===== config.mk =====
export PLATFORM = sky130hd
export DESIGN_NAME = cpc_div_cell
export DESIGN_NICKNAME = d
export VERILOG_FILES = /design/src/design/cpc_pkg.sv /design/src/design/cpc_div_cell.sv
export SDC_FILE = /design/constraint.sdc
export NUM_CORES = 1
export LEC_CHECK = 0
export BUFFER_PORTS_ARGS = -buffer_cell sky130_fd_sc_hd__buf_4
export CORE_AREA = 2 2 171 173
export DETAILED_ROUTE_END_ITERATION = 8
export DIE_AREA = 0 0 173 175
export GPL_TIMING_DRIVEN = 0
export PLACE_DENSITY = 0.71
export SKIP_CTS_REPAIR_TIMING = 1
export SYNTH_ARGS = -nofsm -noshare
export SYNTH_HDL_FRONTEND = slang
export SYNTH_SLANG_ARGS = --single-unit

===== constraint.sdc =====
create_clock -name clk_i -period 1.55 [get_ports clk_i]
set_input_delay 0.0775 -clock clk_i [delete_from_list [all_inputs] [get_ports clk_i]]
set_output_delay 0.0775 -clock clk_i [all_outputs]
set_load 0.1 [all_outputs]

===== src/design/cpc_pkg.sv =====
package cpc_pkg;

  // Default coordinate width in bits; coordinates are signed fixed point.
  localparam int unsigned CoordWidth = 32;

  // Width of the configuration register index.
  localparam int unsigned CfgIdxWidth = 2;

  typedef enum logic [CfgIdxWidth-1:0] {
    CfgHalfLength = 2'd0,
    CfgRadius     = 2'd1
  } cfg_idx_e;

endpackage


===== src/design/cpc_div_cell.sv =====
// One quotient bit of both projection divisions by the norm.
module cpc_div_cell #(
  parameter int unsigned CW     = cpc_pkg::CoordWidth,
  parameter int unsigned BIT    = 0,
  parameter int unsigned SIDE_W = 1
) (
  input  logic                clk_i,
  input  logic                rst_ni,
  input  logic                en_i,
  input  logic                valid_i,
  input  logic [CW-1:0]       norm_i,
  input  logic [2*CW-2:0]     rem_y_i,
  input  logic [2*CW-2:0]     rem_z_i,
  input  logic [CW-2:0]       q_y_i,
  input  logic [CW-2:0]       q_z_i,
  input  logic [SIDE_W-1:0]   side_i,
  output logic                valid_o,
  output logic [CW-1:0]       norm_o,
  output logic [2*CW-2:0]     rem_y_o,
  output logic [2*CW-2:0]     rem_z_o,
  output logic [CW-2:0]       q_y_o,
  output logic [CW-2:0]       q_z_o,
  output logic [SIDE_W-1:0]   side_o
);

  logic [2*CW-1:0] dsh;
  logic            take_y, take_z;
  logic            valid_q;
  logic [CW-1:0]   norm_q;
  logic [2*CW-2:0] rem_y_q, rem_z_q, rem_y_d, rem_z_d;
  logic [CW-2:0]   q_y_q, q_z_q, q_y_d, q_z_d;
  logic [SIDE_W-1:0] side_q;

  always_comb begin
    dsh     = {{CW{1'b0}}, norm_i} << BIT;
    take_y  = ({1'b0, rem_y_i} >= dsh);
    take_z  = ({1'b0, rem_z_i} >= dsh);
    rem_y_d = take_y ? (rem_y_i - dsh[2*CW-2:0]) : rem_y_i;
    rem_z_d = take_z ? (rem_z_i - dsh[2*CW-2:0]) : rem_z_i;
    q_y_d   = take_y ? (q_y_i | ((CW-1)'(1) << BIT)) : q_y_i;
    q_z_d   = take_z ? (q_z_i | ((CW-1)'(1) << BIT)) : q_z_i;
  end

  always_ff @(posedge clk_i or negedge rst_ni) begin
    if (!rst_ni) begin
      valid_q <= 1'b0;
    end else if (en_i) begin
      valid_q <= valid_i;
    end
  end

  always_ff @(posedge clk_i) begin
    if (en_i) begin
      norm_q  <= norm_i;
      rem_y_q <= rem_y_d;
      rem_z_q <= rem_z_d;
      q_y_q   <= q_y_d;
      q_z_q   <= q_z_d;
      side_q  <= side_i;
    end
  end

  assign valid_o = valid_q;
  assign norm_o  = norm_q;
  assign rem_y_o = rem_y_q;
  assign rem_z_o = rem_z_q;
  assign q_y_o   = q_y_q;
  assign q_z_o   = q_z_q;
  assign side_o  = side_q;

endmodule

==> summary.md <==
| Metric | Value |
|---|---|
| Internal | around 14 mW |
| WHS | -123.5 ps |
| Async set-reset flop share out of synthesis | less than 1% |
| Setup crit start kind | primary input |
| Setup WS post-layout | -1174 ps |
| Sw Share | 41.81% |
| Synth Area in Simple Gates | between 15 and 20% |
| Crit Path Class | in -> reg |
| Failing checks | negative hold slack, negative setup slack |
| Slowest stage cell, crit path | fa_2 |
| Top-area cell type share of the netlist area | between 50 and 60% |
| Unrepaired setup endpoints after global routing | true |
| Number of I/O port buffers | around 450 |
| Clk root buf | clkbuf_16 |
| DP Wirelength | 35720 µm |
| Post-synthesis mux area share | less than 1% |
| CTS tree | done |
| YS warnings | 0 |
| Max incr delay on CP | between 400 and 500 ps |
| Die X | between 150 and 200 µm |
| Max VDD drop | between 0.0008 and 0.0009 V |
| Crit-path cells | buf_8 -> clkinvlp_4 -> fa_2 -> a211oi_4 -> o21bai_2 -> a221o_2 -> a311o_1 -> a211o_1 -> a21boi_2 -> buf_4 -> xor2_2 -> o21ai_1 |
| Initial antenna violation count | 1 |
| Total of max-cap violations | 0 |
| Flop pwr share | a little under a third |
| Fin crit share | 175.7% |
| Distinct cell type count after synthesis | 69 |
| Post-route setup TNS | -102670 ps |
| First-pass DRT Iterations | 6 |
| Worst R2R Path Depth | 1 |
| Synth cell count leaders | edfxtp_1 (221), nand2_1 (136), o21ai_0 (93) |
| Final Hold Viols | 40 |
| Area of the mapped netlist | around 13000 µm² |
| Final Max Tran Viols | 0 |
| FF+latch count, synth | approximately 220 |
| Reg2Reg Setup Slack | ~790 ps |
| Total Wirelength | 58080 µm |
| CP Data Required Time | 1840 ps |
| Reg-to-reg startpoint | valid_o |
| Synth Area in Adders | 6.667% |
| Num rows | between 60 and 70 |
| Area Overhead vs Synth | 80.44% |
| Top_reg_cell synth | edfxtp_1 |
| Clk buf depth | 3 |
| Post-Syn Instances | roughly 1200 |
| CP endpoint | rem_z_o[30] |
| Mean Syn Cell Area | between 10 and 15 µm² |
| CTS clk-pin slew, worst paths | 60 ps |
| Largest family of logic cells by synthesized area | simple AND/OR/NAND/NOR gates |
| Area leader, netlist | edfxtp_1 |
| Final ANT Viol Nets | 0 |
| Sinks on Clock Net | about 220 |
| Depth of the CTS H-tree | 1 |
| XOR/XNOR share of the synthesized area | under 10% |
| Status | complete, but fails checks |
| Minimum clock period | between 2000 and 3000 ps |
| # setup viols final | 128 |
| All-layer global routing usage | roughly 28% |
| DRC viols | 0 |
| Relative slew slack | approximately a fifth |
| Compound-Gate Fraction of Synth Area | 13.86% |
| Vias/cell | 5.894 |
| Largest net degree at the start of global routing | 88 |
| CP max FO | 5 |
| First-pass GRT wire length | about 66000 µm |
| Clock share of power | around a quarter |
| Die Y | between 150 and 200 µm |
| Routed vias | between 10000 and 15000 |
| Most frequent cell after synthesis | edfxtp_1 |
| Post-Route Skew | 0 ps |
| Initial drt markers | roughly 1500 |
| Achievable Freq | between 300 and 400 MHz |
| NetSw | between 9 and 10 mW |
| Power, Total | between 20 and 25 mW |
| Instance count on the critical path | 12 |
| IO Count | between 400 and 500 |
| Area of the core | 28390 µm² |
| Synth top area cells | edfxtp_1 (51%), ha_1 (6.4%), xor2_1 (5.5%) |
| Pwr per Cell Area | 1019 nW/µm² |
| Hold Path Class | in -> reg |
| Gr ovfl total | 0 |
| Combinational Power Share | 42.3% |
| Worst reg2reg endpoint | valid_o |
| Post-Syn Nets | about 1500 |
| Vias in the first global route | between 10000 and 15000 |
| Inserted Clock Buffers | 25 |
| Crit path buffers/inverters | 3 |
| Worst slew pin tran | ~1200 ps |
| Dpl cells | between 2000 and 2500 |
| Total Die Area | 30280 µm² |
| Routed WL per cell | ~24 µm |
| Register area share after synthesis | between 50% and 60% |
| Crit path launch | norm_i[1] |
| Share of cells above drive strength 1 | 45.48% |
| Skew-Pair Late Insertion Delay | between 500 and 600 ps |
| Final nets | roughly 2300 |
| Initial Util | between 40% and 50% |
| Global placer's final weighted congestion | between 0.9 and 1 |
| Leakage power | about 9.4 nW |
| Worst EP arrival | 3010 ps |
| Top delay family on crit path | compound AO/OA/AOI/OAI gates |
| Layout Cells excl Fill | about 2400 |
| EDFF count, synth | approximately 220 |
| Crit. End Element | register |
cell usage in the layout (no fill, tap or decap), types with 13 or more instances in the layout:
master	n
a21o_1	21
a21oi_1	44
a21oi_2	14
buf_12	15
buf_4	491
buf_6	30
clkbuf_16	38
dlygate4sd3_1	223
edfxtp_1	221
ha_1	28
ha_4	31
inv_1	33
nand2_1	95
nand2_2	18
nand2_4	23
nand3_1	22
nand4_1	24
nor2_1	65
nor3_1	17
nor3_2	19
nor3_4	13
nor4_1	13
nor4_4	23
o21ai_0	31
o21ai_1	14
o21ai_2	47
xnor2_1	32
xor2_1	79
layout make-up:
class	count	area [µm²]
Timing Repair Buffer	761	6753
Fill cell	1516	4957
Buffer	34	437.9
Clock buffer	28	636.9
Inverter	51	244.0
Tap cell	384	480.5
Sequential cell	222	6661
Clock inverter	16	183.9
Multi-Input combinational cell	900	8035
Antenna cell	1	2.502
layer usage:
layer / vias up / global-route usage, % / wire length (µm) / part of all wire, %
met5: - / 0 / 16 / 0.028
met4: 2 / 9.251 / 3041 / 5.2
met3: 234 / 4.700 / 4399 / 7.6
met2: 897 / 50.30 / 29710 / 51
met1: 6847 / 35.19 / 20910 / 36
li1: 6147 / - / - / -
sequential cells by signal (all words and copies together) (netlist names):
name     cells
side_o       1
rem_z_o     63
rem_y_o     63
q_z_o       31
q_y_o       31
valid_o      1
norm_o      32
stage by stage:
stage          util, %  setup slack, ps  instance area [µm²]
2_1_floorplan        -            -1129                13760
3_3_place_gp     61.91            -1726                17580
3_5_place_dp     62.13            -1777                17640
4_1_cts          65.02            -1235                18460
5_1_grt          82.53            -1215                23430
6_report         82.54            -1174                23440
cells by family after synthesis:
| group | after synthesis |
|---|---|
| AND/OR/NAND/NOR | 425 |
| AO/OA/AOI/OAI | 284 |
| flip-flops | 222 |
| XOR/XNOR | 115 |
| buffers and inverters | 101 |
| adder cells (fa/ha/maj) | 68 |
| multiplexers | 6 |
power by group through the flow:
stage	combinational (mW)	clock [mW]	sequential (mW)
5_1_grt	10.4	6.46	7.64
6_report	10.1	6.19	7.59
3_3_place_gp	8.53	0	7.69
4_1_cts	8.60	6.15	7.57
2_1_floorplan	1.80	0	12.2
3_5_place_dp	8.58	0	7.69
worst min path at each step:
stage,startpoint,to,slack (ps),cells after the start
after floorplan,rst_ni,valid_o,-220,0
after global placement,rst_ni,valid_o,-150,1
after detailed placement,rst_ni,valid_o,-150,1
final,rem_z_i[1],rem_z_o[1],-120,2
after CTS,rst_ni,valid_o,-710,1
after global routing,rem_z_i[1],rem_z_o[1],-130,2
(Power assumes the default switching activity.)
